<file path="src/sv/rpn_four_level_stack_alu_top_macros.svh">
// ----------------------------------------------------------------------------
// RPN stack ALU assertion macros
// Concurrent assertion wrappers; empty when SYNTHESIS is defined.
// ----------------------------------------------------------------------------
`ifndef RPN_FOUR_LEVEL_STACK_ALU_TOP_MACROS_SVH
`define RPN_FOUR_LEVEL_STACK_ALU_TOP_MACROS_SVH

`ifndef SYNTHESIS

// Same-cycle implication
`define RPN4_ASSERT_NOW(label, clk, rst_n, ante, cons, msg) \
	label: assert property (@(posedge clk) disable iff (!rst_n) (ante) |-> (cons)) \
		else $error(msg);

// Next-cycle implication
`define RPN4_ASSERT_NEXT(label, clk, rst_n, ante, cons, msg) \
	label: assert property (@(posedge clk) disable iff (!rst_n) (ante) |=> (cons)) \
		else $error(msg);

`else

`define RPN4_ASSERT_NOW(label, clk, rst_n, ante, cons, msg)
`define RPN4_ASSERT_NEXT(label, clk, rst_n, ante, cons, msg)

`endif

`endif

</file>
<file path="src/sv/rpn4_pkg.sv">
// ----------------------------------------------------------------------------
// RPN stack ALU package
// Transaction types, action codes, fixed-point limits and FSM states.
// ----------------------------------------------------------------------------
package rpn4_pkg;

	localparam int DATA_W        = 64;
	localparam int FRAC_BITS_DEF = 16;
	localparam int ACT_W         = 3;

	// Action codes
	localparam logic [ACT_W-1:0] ACT_PUSH = 3'd0;
	localparam logic [ACT_W-1:0] ACT_ADD  = 3'd1;
	localparam logic [ACT_W-1:0] ACT_SUB  = 3'd2;
	localparam logic [ACT_W-1:0] ACT_MUL  = 3'd3;
	localparam logic [ACT_W-1:0] ACT_DIV  = 3'd4;

	// Saturation limits
	localparam logic [DATA_W-1:0] NEG_LIMIT = {1'b1, {(DATA_W-1){1'b0}}};
	localparam logic [DATA_W-1:0] POS_LIMIT = {1'b0, {(DATA_W-1){1'b1}}};

	typedef struct packed {
		logic [ACT_W-1:0]         action;
		logic signed [DATA_W-1:0] value;
	} cmd_t;

	typedef struct packed {
		logic signed [DATA_W-1:0] x_reg;
		logic signed [DATA_W-1:0] y_reg;
		logic signed [DATA_W-1:0] z_reg;
		logic signed [DATA_W-1:0] t_reg;
		logic                     divide_error;
		logic                     saturated;
	} res_t;

	typedef enum logic [2:0] {
		ST_IDLE,
		ST_ADDSUB,
		ST_ABS_A,
		ST_ABS_B,
		ST_LOOP,
		ST_FIX,
		ST_DONE
	} state_t;

endpackage

</file>
<file path="src/sv/rpn_four_level_stack_alu_top.sv">
// ----------------------------------------------------------------------------
// RPN four-level stack ALU
// X/Y/Z/T stack with saturating fixed-point add, subtract, multiply, divide.
// ----------------------------------------------------------------------------
//  channel | signals                  | direction | payload
//  cmd     | cmd_valid, cmd_stall     | in        | rpn4_pkg::cmd_t
//  res     | res_valid, res_stall     | out       | rpn4_pkg::res_t
//
//  One transaction in flight; cmd_stall is high from accept until the result
//  is loaded into the output register. Push, unknown action and divide by
//  zero go straight to the final state; add and subtract pass the adder once;
//  multiply takes magnitudes, then 64 shift-add steps on one 66-bit adder;
//  divide likewise, one restoring step per quotient bit; both then clamp.
//  A held res_stall keeps the next result waiting in the final state while the output register still holds a result.
//  Reset clears the stack to zero; no clearing pass.
// ----------------------------------------------------------------------------
`include "rpn_four_level_stack_alu_top_macros.svh"

module rpn_four_level_stack_alu_top #(
	parameter int FRAC_BITS = rpn4_pkg::FRAC_BITS_DEF
) (
	input  logic           clk,
	input  logic           arst_n,
	input  logic           cmd_valid,
	output logic           cmd_stall,
	input  rpn4_pkg::cmd_t cmd,
	output logic           res_valid,
	input  logic           res_stall,
	output rpn4_pkg::res_t res
);
	import rpn4_pkg::*;

	localparam int LO_W      = DATA_W + FRAC_BITS;
	localparam int MUL_STEPS = DATA_W;
	localparam int CNT_W     = $clog2(LO_W);
	localparam int ALU_W     = DATA_W + 2;
	localparam int PROD_W    = 2 * DATA_W;

	state_t state_q, state_d;

	// Stack levels
	logic [DATA_W-1:0] x_q, y_q, z_q, t_q;
	logic [DATA_W-1:0] x_d, y_d, z_d, t_d;

	// Transaction context
	logic [ACT_W-1:0]  op_q;
	logic [DATA_W-1:0] value_q;
	logic              neg_q;
	logic              derr_q;
	logic              sat_q;
	logic [DATA_W-1:0] r_q;

	// Iteration registers: hi_q is accumulator / remainder, lo_q the shifting word
	logic [DATA_W-1:0] hi_q;
	logic [LO_W-1:0]   lo_q;
	logic [DATA_W-1:0] b_q;
	logic [CNT_W-1:0]  cnt_q;

	logic res_valid_q;
	res_t res_q;

	// Shared adder
	logic [ALU_W-1:0] alu_a, alu_b, alu_sum;
	logic             alu_sub;

	assign alu_sum = alu_a + (alu_b ^ {ALU_W{alu_sub}}) + ALU_W'(alu_sub);

	logic cmd_fire;
	logic res_free;
	logic load_res;

	assign cmd_fire = cmd_valid && !cmd_stall;
	assign res_free = !res_valid_q || !res_stall;

	// Step bits
	logic div_bit, div_qbit, mul_bit;
	assign div_bit  = lo_q[LO_W-1];
	assign div_qbit = !alu_sum[ALU_W-1];
	assign mul_bit  = lo_q[0];

	// Wide result views for the final clamp
	logic [PROD_W-1:0] prod_w, prod_sh, quot_w;
	logic [DATA_W-1:0] fix_lo;
	logic              fix_hinz;

	assign prod_w  = {hi_q, lo_q[LO_W-1:FRAC_BITS]};
	assign prod_sh = prod_w >> FRAC_BITS;
	assign quot_w  = PROD_W'(lo_q);

	always_comb begin
		if (op_q == ACT_MUL) begin
			fix_lo   = prod_sh[DATA_W-1:0];
			fix_hinz = |prod_sh[PROD_W-1:DATA_W];
		end else begin
			fix_lo   = quot_w[DATA_W-1:0];
			fix_hinz = |quot_w[PROD_W-1:DATA_W];
		end
	end

	// Add / subtract overflow
	logic [DATA_W-1:0] as_sum;
	logic              as_ovf;

	assign as_sum = alu_sum[DATA_W-1:0];
	always_comb begin
		if (op_q == ACT_SUB) begin
			as_ovf = (y_q[DATA_W-1] ^ x_q[DATA_W-1]) & (y_q[DATA_W-1] ^ as_sum[DATA_W-1]);
		end else begin
			as_ovf = ~(y_q[DATA_W-1] ^ x_q[DATA_W-1]) & (y_q[DATA_W-1] ^ as_sum[DATA_W-1]);
		end
	end

	// Clamp of the mul/div magnitude
	logic fix_sat;
	always_comb begin
		if (neg_q) begin
			fix_sat = fix_hinz || (fix_lo[DATA_W-1] && (|fix_lo[DATA_W-2:0]));
		end else begin
			fix_sat = fix_hinz || fix_lo[DATA_W-1];
		end
	end

	// Next state, adder operands
	always_comb begin
		state_d  = state_q;
		alu_a    = '0;
		alu_b    = '0;
		alu_sub  = 1'b0;
		load_res = 1'b0;
		unique case (state_q)
			ST_IDLE: begin
				if (cmd_fire) begin
					priority if (cmd.action == ACT_ADD || cmd.action == ACT_SUB) begin
						state_d = ST_ADDSUB;
					end else if (cmd.action == ACT_MUL) begin
						state_d = ST_ABS_A;
					end else if (cmd.action == ACT_DIV && x_q != '0) begin
						state_d = ST_ABS_A;
					end else begin
						state_d = ST_DONE;
					end
				end
			end
			ST_ADDSUB: begin
				alu_a   = ALU_W'(y_q);
				alu_b   = ALU_W'(x_q);
				alu_sub = (op_q == ACT_SUB);
				state_d = ST_DONE;
			end
			ST_ABS_A: begin
				alu_b   = ALU_W'(y_q);
				alu_sub = 1'b1;
				state_d = ST_ABS_B;
			end
			ST_ABS_B: begin
				alu_b   = ALU_W'(x_q);
				alu_sub = 1'b1;
				state_d = ST_LOOP;
			end
			ST_LOOP: begin
				if (op_q == ACT_MUL) begin
					alu_a = ALU_W'(hi_q);
					alu_b = mul_bit ? ALU_W'(b_q) : '0;
				end else begin
					alu_a   = ALU_W'({hi_q, div_bit});
					alu_b   = ALU_W'(b_q);
					alu_sub = 1'b1;
				end
				if (cnt_q == '0) begin
					state_d = ST_FIX;
				end
			end
			ST_FIX: begin
				alu_b   = ALU_W'(fix_lo);
				alu_sub = 1'b1;
				state_d = ST_DONE;
			end
			ST_DONE: begin
				if (res_free) begin
					load_res = 1'b1;
					state_d  = ST_IDLE;
				end
			end
			default: begin
				state_d = ST_IDLE;
			end
		endcase
	end

	assign cmd_stall = (state_q != ST_IDLE);

	always_ff @(posedge clk or negedge arst_n) begin
		if (!arst_n) begin
			state_q <= ST_IDLE;
		end else begin
			state_q <= state_d;
		end
	end

	// Datapath and context registers
	always_ff @(posedge clk) begin
		unique case (state_q)
			ST_IDLE: begin
				if (cmd_fire) begin
					op_q    <= cmd.action;
					value_q <= cmd.value;
					neg_q   <= y_q[DATA_W-1] ^ x_q[DATA_W-1];
					derr_q  <= (cmd.action == ACT_DIV) && (x_q == '0);
					sat_q   <= 1'b0;
				end
			end
			ST_ADDSUB: begin
				sat_q <= as_ovf;
				r_q   <= as_ovf ? (y_q[DATA_W-1] ? NEG_LIMIT : POS_LIMIT) : as_sum;
			end
			ST_ABS_A: begin
				hi_q <= '0;
				if (op_q == ACT_MUL) begin
					lo_q <= LO_W'(y_q[DATA_W-1] ? alu_sum[DATA_W-1:0] : y_q);
				end else begin
					lo_q <= LO_W'(y_q[DATA_W-1] ? alu_sum[DATA_W-1:0] : y_q) << FRAC_BITS;
				end
			end
			ST_ABS_B: begin
				b_q   <= x_q[DATA_W-1] ? alu_sum[DATA_W-1:0] : x_q;
				cnt_q <= (op_q == ACT_MUL) ? CNT_W'(MUL_STEPS - 1) : CNT_W'(LO_W - 1);
			end
			ST_LOOP: begin
				cnt_q <= cnt_q - 1'b1;
				if (op_q == ACT_MUL) begin
					hi_q <= alu_sum[DATA_W:1];
					lo_q <= {alu_sum[0], lo_q[LO_W-1:1]};
				end else begin
					hi_q <= div_qbit ? alu_sum[DATA_W-1:0] : {hi_q[DATA_W-2:0], div_bit};
					lo_q <= {lo_q[LO_W-2:0], div_qbit};
				end
			end
			ST_FIX: begin
				sat_q <= fix_sat;
				priority if (fix_sat) begin
					r_q <= neg_q ? NEG_LIMIT : POS_LIMIT;
				end else if (neg_q) begin
					r_q <= alu_sum[DATA_W-1:0];
				end else begin
					r_q <= fix_lo;
				end
			end
			ST_DONE: begin
			end
			default: begin
			end
		endcase
	end

	// Stack update for the finished transaction
	always_comb begin
		x_d = x_q;
		y_d = y_q;
		z_d = z_q;
		t_d = t_q;
		if (op_q == ACT_PUSH) begin
			x_d = value_q;
			y_d = x_q;
			z_d = y_q;
			t_d = z_q;
		end else if ((op_q == ACT_ADD || op_q == ACT_SUB || op_q == ACT_MUL ||
			op_q == ACT_DIV) && !derr_q) begin
			x_d = r_q;
			y_d = z_q;
			z_d = t_q;
		end
	end

	always_ff @(posedge clk or negedge arst_n) begin
		if (!arst_n) begin
			x_q <= '0;
			y_q <= '0;
			z_q <= '0;
			t_q <= '0;
		end else if (load_res) begin
			x_q <= x_d;
			y_q <= y_d;
			z_q <= z_d;
			t_q <= t_d;
		end
	end

	// Output register
	always_ff @(posedge clk or negedge arst_n) begin
		if (!arst_n) begin
			res_valid_q <= 1'b0;
		end else if (load_res) begin
			res_valid_q <= 1'b1;
		end else if (!res_stall) begin
			res_valid_q <= 1'b0;
		end
	end

	always_ff @(posedge clk) begin
		if (load_res) begin
			res_q.x_reg        <= x_d;
			res_q.y_reg        <= y_d;
			res_q.z_reg        <= z_d;
			res_q.t_reg        <= t_d;
			res_q.divide_error <= derr_q;
			res_q.saturated    <= sat_q;
		end
	end

	assign res_valid = res_valid_q;
	assign res       = res_q;

	// Checks
	`RPN4_ASSERT_NEXT(a_accept_leaves_idle, clk, arst_n, cmd_fire, state_q != ST_IDLE, "accepted transaction did not start")
	`RPN4_ASSERT_NEXT(a_done_loads_result, clk, arst_n, state_q == ST_DONE && res_free, res_valid && state_q == ST_IDLE, "finished transaction not delivered")
	`RPN4_ASSERT_NOW(a_flags_exclusive, clk, arst_n, res_valid, !(res.divide_error && res.saturated), "divide error and saturation both set")
	`RPN4_ASSERT_NEXT(a_loop_exit, clk, arst_n, state_q == ST_LOOP && cnt_q == '0, state_q == ST_FIX, "iteration did not end at zero count")

endmodule

</file>
<file path="config.mk">
export PLATFORM = sky130hd
export DESIGN_NAME = rpn_four_level_stack_alu_top
export DESIGN_NICKNAME = d
export VERILOG_FILES = /design/src/sv/rpn4_pkg.sv /design/src/sv/rpn_four_level_stack_alu_top.sv
export VERILOG_INCLUDE_DIRS = /design/src /design/src/sv
export SDC_FILE = /design/constraint.sdc
export NUM_CORES = 2
export LEC_CHECK = 0
export CAP_MARGIN = 25
export CORE_ASPECT_RATIO = 1.2
export CORE_MARGIN = 4
export CORE_UTILIZATION = 55
export CTS_BUF_LIST = sky130_fd_sc_hd__clkbuf_4 sky130_fd_sc_hd__clkbuf_8
export DETAILED_ROUTE_END_ITERATION = 10
export DONT_BUFFER_PORTS = 1
export PLACE_DENSITY = 0.68
export SYNTH_ARGS = -nofsm -noshare
export SYNTH_HDL_FRONTEND = slang
export SYNTH_SLANG_ARGS = --single-unit
</file>
<file path="constraint.sdc">
create_clock -name clk -period 10.9 [get_ports clk]
set_input_delay 2.18 -clock clk [delete_from_list [all_inputs] [get_ports clk]]
set_output_delay 2.18 -clock clk [all_outputs]
set_load 0.01 [all_outputs]
</file>
Word-level counts from Yosys, hierarchy flattened
Cells that the tools add are included.

Bits in registers: 867. Input port bits: 71. Output and inout bits: 260. Logic and storage cells: 133.

Add/subtract/negate cells: 3. Equality and inequality tests: 18. Mux-type cells: 47. Bitwise gates (word level): 6. Reduce and logical (&&, ||, !) cells: 36.

Operators with widths (number): two-way mux 64 bit (18); case mux 64 bit (2 select lines) (2); case mux 64 bit (4 select lines) (1); two-way mux 80 bit (2); case mux 80 bit (2 select lines) (1); case mux 65 bit (2 select lines) (1); adder 66 x 1 -> 66 bit (1); adder 66 bit (1); XOR 66 bit (1); two-way mux 65 bit (1); zero test 64 bit (1); nonzero test 64 bit (1); two-way mux 63 bit (1); OR reduction 63 bit (1); OR reduction 48 bit (1); == test 3 x 2 -> 1 bit, second input constant (6); two-way mux 3 bit (6); case mux 3 bit (6 select lines) (1); OR reduction 16 bit (1); == test 3 bit, second input constant (5); case mux 7 bit (2 select lines) (1); == test 3 x 1 -> 1 bit, second input constant (3); two-way mux 1 bit (9); zero test 7 bit (1); other kinds (18) (43).

Longest topological paths before layout
Word-level depth: 11. Depth in mapped cells: 29. Gate-level depth less buffers: 24.

Worst setup path before layout
OpenSTA, ideal clock, no wires.

Path kind: input -> register. From: in res_stall. To: reg x_q[60]. Library setup time: 104 ps. Arrival time: 11057 ps. Data required time: 10796 ps. Slack: -261 ps. Stages: 4. Path buffers: 2. Cell sequence: a21oi_1 clkbuf_1 clkbuf_1 mux2_2.

Cells in the longest elaborated chain, start to end: 4.

RTL lines: from (decl) (line rpn_four_level_stack_alu_top.sv:28) `input logic res_stall,`; zero test 1 bit; logical OR 1 bit (line rpn_four_level_stack_alu_top.sv:73) `assign res_free = !res_valid_q || !res_stall;`; two-way mux 1 bit (line rpn_four_level_stack_alu_top.sv:179) `if (res_free) begin`; two-way mux 1 bit (line rpn_four_level_stack_alu_top.sv:130) `unique case (state_q)`; via load_res (line rpn_four_level_stack_alu_top.sv:70) `logic load_res;`; to (signal assigned) (line rpn_four_level_stack_alu_top.sv:276) `x_q <= '0;`; to (signal assigned) (line rpn_four_level_stack_alu_top.sv:281) `x_q <= x_d;`; to (decl) (line rpn_four_level_stack_alu_top.sv:42) `logic [DATA_W-1:0] x_q, y_q, z_q, t_q;`.

The timed path passes the listed nets, and every way through them passes these cells. A chain may end at the register's enable or synchronous reset.

Final worst setup path
From: reg state_q[2]. To: reg r_q[45] (data pin).

Cells in the longest elaborated chain, start to end: 11.

RTL lines: from (decl) (line rpn_four_level_stack_alu_top.sv:39) `state_t state_q, state_d;`; from (signal assigned) (line rpn_four_level_stack_alu_top.sv:196) `state_q <= state_d;`; == test 3 bit, or another cell as far along (line rpn_four_level_stack_alu_top.sv:130); OR reduction 3 bit (no source line) / OR reduction 2 bit (equally long branches); case mux 1 bit (3 select lines) / case mux 64 bit (4 select lines) (equally long branches) (line rpn_four_level_stack_alu_top.sv:130); XOR 66 bit (line rpn_four_level_stack_alu_top.sv:66) `assign alu_sum = alu_a + (alu_b ^ {ALU_W{alu_sub}}) + ALU_W'(alu_sub);`; adder 66 bit (line rpn_four_level_stack_alu_top.sv:66); adder 66 x 1 -> 66 bit (*) (line rpn_four_level_stack_alu_top.sv:66); via alu_sum[63] (line rpn_four_level_stack_alu_top.sv:63) `logic [ALU_W-1:0] alu_a, alu_b, alu_sum;`; XOR 1 bit (*) (line rpn_four_level_stack_alu_top.sv:107, rpn_four_level_stack_alu_top.sv:109); AND 1 bit, on equally long branches (line rpn_four_level_stack_alu_top.sv:109, rpn_four_level_stack_alu_top.sv:107); two-way mux 1 bit (*) (line rpn_four_level_stack_alu_top.sv:106) `if (op_q == ACT_SUB) begin`; two-way mux 64 bit (*) (line rpn_four_level_stack_alu_top.sv:214) `r_q <= as_ovf ? (y_q[DATA_W-1] ? NEG_LIMIT : POS_LIMIT) : as_sum;`; case mux 64 bit (2 select lines) (*) (line rpn_four_level_stack_alu_top.sv:202) `unique case (state_q)`; to (signal assigned) (line rpn_four_level_stack_alu_top.sv:214); to (signal assigned) (line rpn_four_level_stack_alu_top.sv:241) `r_q <= neg_q ? NEG_LIMIT : POS_LIMIT;`; to (signal assigned) (line rpn_four_level_stack_alu_top.sv:243) `r_q <= alu_sum[DATA_W-1:0];`; to (decl) (line rpn_four_level_stack_alu_top.sv:51) `logic [DATA_W-1:0] r_q;`.

The timed path passes the listed nets; every way through them passes the cells marked *.

==> flow_summary.toml <==
[yosys]
synth.area.top_cells = "edfxtp_1 38%, dfrtp_1 14%, mux2_2 9.2%"
synth_area_leader_cell = "edfxtp_1"
synth_top_area_share_pct = 38.33
synthCells = 4251
async_flop_share_pct = 29.99
syn_nets = 4389
ys_warn_count = 0
synth-edff-count = 607
yosysSeqAreaShare_pct = 52.02
synth.distinct_cells = 79
synth_common_cells = "607 x edfxtp_1, 593 x a21oi_1, 421 x mux2i_1, 390 x mux2_2, 345 x nor2_1"
synth-main-ff-cell = "edfxtp_1"
synth.cell_area_mm2 = 0.04755
synth_most_common_cell = "edfxtp_1"
synth-seq-cells = 867
synth.avg_cell_area_um2 = 11.19

[hold_path]
hold_path.class = "register to register"
hold_start = "t_q[17]"
worstHoldPathCells = 1
whs_endpoint = "t_q[17]"

[cells_and_area]
nFillCells = 7092
nets = 4292
final_core_util_pct = 60.43
syn2layout_area_growth_pct = 8.473
drive_gt1_share_pct = 18.53

[clock_tree]
cts_buffers = 144
clkLatencyLatePin_ns = 0.82
cts.sinks = 867
h-tree-depth = 4
post_cts_buffers = 0
cts.reportedPaths.clkPinSlew_ns = 0.06
cts-root-buf = "clkbuf_8"
cts_resized = 0
cts_buffer_depth = 3
tritoncts = "done"
hold_buffers = 0

[global_routing]
grt_use_total_pct = 32.10
grt_remaining_overflow = 0
grt_max_degree = 261
first_global_vias = 34760
grt.busiest_layer = "met2"
met3_usage_pct = 6.630
grtUsageMet2_pct = 52.88
antenna_found_initial = 6
grtUsageMet1_pct = 40.78
grt_pass1_wl_mm = 224.9

[placed_design]
place.gp.congestion = 0.9918
dp_hpwl_mm = 104.1
port_buffers = 0

[timing]
min_period_ns = 8.595
worstMarginPinSlew_ns = 1.085
finalHoldViolCount = 0
fin_crit_sh_pct = 78.86
tns_ns = 0
slew-limit-headroom_pct = 27.68
whs_ns = 0.5275
final-setup-viol-count = 0
grt_setup_unrepaired = "false"
maxSlewViolCount = 0
fmaxAchievable_ghz = 0.1163
fin_skew_ns = 0.03880

[worst_setup_path]
regToRegStartpoint = "state_q[2]"
cp.arrival_ns = 9.16
critPathKind = "register to register"
reg2reg_depth = 23
crit_path_start = "state_q[2]"
start_kind = "register"
cp_max_fo = 28
r2r_slack_ns = 2.30
cp-end-kind = "register"
worstPathRequired_ns = 11.46
r2r_end = "r_q[45]"

[detailed_routing]
ant_nets = 0
wl_per_cell_um = 27.94
drt-total-wl_mm = 150.9
vias = 35634
drtIter0Drc = 4272
drc_errors = 0
drt-pass1-iter-count = 8
via_per_inst = 6.598

[floorplan]
dieWidth_um = 276.4
die_area_mm2 = 0.09124
rows = 117
core-area_mm2 = 0.08535
io_pins = 331
floorplan.initialDensity_pct = 55.71
die_h_um = 330.1

[run_status]
status = "finished clean"

[run]
max_cap_viol_count = 0
## kinds of logic after synthesis
kind of cell    after synthesis  share of synthesized area, %
mux                         823                         18.67
simple gates                867                         8.215
compound gates             1189                         14.85
fa+ha+maj                    67                         1.779
flops                       867                         52.02
xor+xnor                     86                         1.647
buf+inv                     352                         2.818
## per-stage QoR
step                      area (µm²)  std cells  setup WS (ns)
after floorplan                47550       4251          4.033
after detailed placement       48540       5137          2.562
final                          51580       5401          2.305
after global placement         48520       5136          2.803
after global routing           51580       5401          2.020
after CTS                      51550       5398          2.555
## layout make-up
cell class,count,area [µm²],share of cell area [%]
Clock inverter,38,302.8,0.5871
Timing Repair Buffer,74,668.1,1.295
Tap cell,1130,1414,2.741
Multi-Input combinational cell,3032,21610,41.90
Sequential cell,867,24740,47.96
Antenna cell,2,5.005,0.009704
Inverter,35,131.4,0.2547
Clock buffer,223,2706,5.247
## cell usage in the layout (no fill, tap or decap), types with 30 or more instances in the layout
master and instances:
a211oi_1 71, a21o_1 30, a21oi_1 590, a222oi_1 34, a22oi_1 30, and2_1 55, buf_4 65, clkbuf_4 58
clkbuf_8 165, dfrtp_1 258, edfxtp_1 607, ha_1 66, inv_1 33, mux2_2 390, mux2i_1 421, nand2_1 252
nand4_1 31, nor2_1 342, nor4_1 53, o21ai_0 246, o22ai_1 30, xnor2_1 53
## worst max path at each step
stage	endpoint	slack, ns	depth (start not counted)
2_1_floorplan	x_q[60]	4.03	4
3_3_place_gp	r_q[41]	2.80	23
3_5_place_dp	r_q[43]	2.56	23
4_1_cts	r_q[47]	2.56	22
5_1_grt	r_q[41]	2.02	23
6_report	r_q[45]	2.30	23
## flip-flops by register name, indices dropped and copies added (netlist names), 3 cells and up
register and count:
hi_q 64, lo_q 80, value_q 64, op_q 3
x_q 64, t_q 64, y_q 64, r_q 64
state_q 3, res 258, b_q 64, z_q 64
cnt_q 7
## critical path, cell delays in order (launching register included)
cell and delay (ns):
dfrtp_1 0.70, inv_1 0.33, or3_4 0.65, nor2_4 0.60, buf_4 0.35, a222oi_1 0.12, o21ai_0 0.13, mux2i_1 0.11
ha_1 0.52, nand2_1 0.15, nor4_1 0.38, nand2b_1 0.13, a2111oi_2 0.76, o2111ai_1 0.25, a211oi_2 0.49, a41oi_1 0.26
xnor2_2 0.27, ha_1 0.35, nand2_2 0.11, nor2_2 0.05, nor2_1 0.40, nand3_1 0.80, o21ai_0 0.32, nor2_1 0.08
## per-layer routing
metal,routed length (µm),vias up
met5,40,-
met4,8012,6
met3,11870,413
met2,72140,1683
met1,58820,17625
li1,-,15907
Power is left out: the tool's default activity adds up to more than one toggle a clock period on the data nets, which glitch-free logic cannot reach.
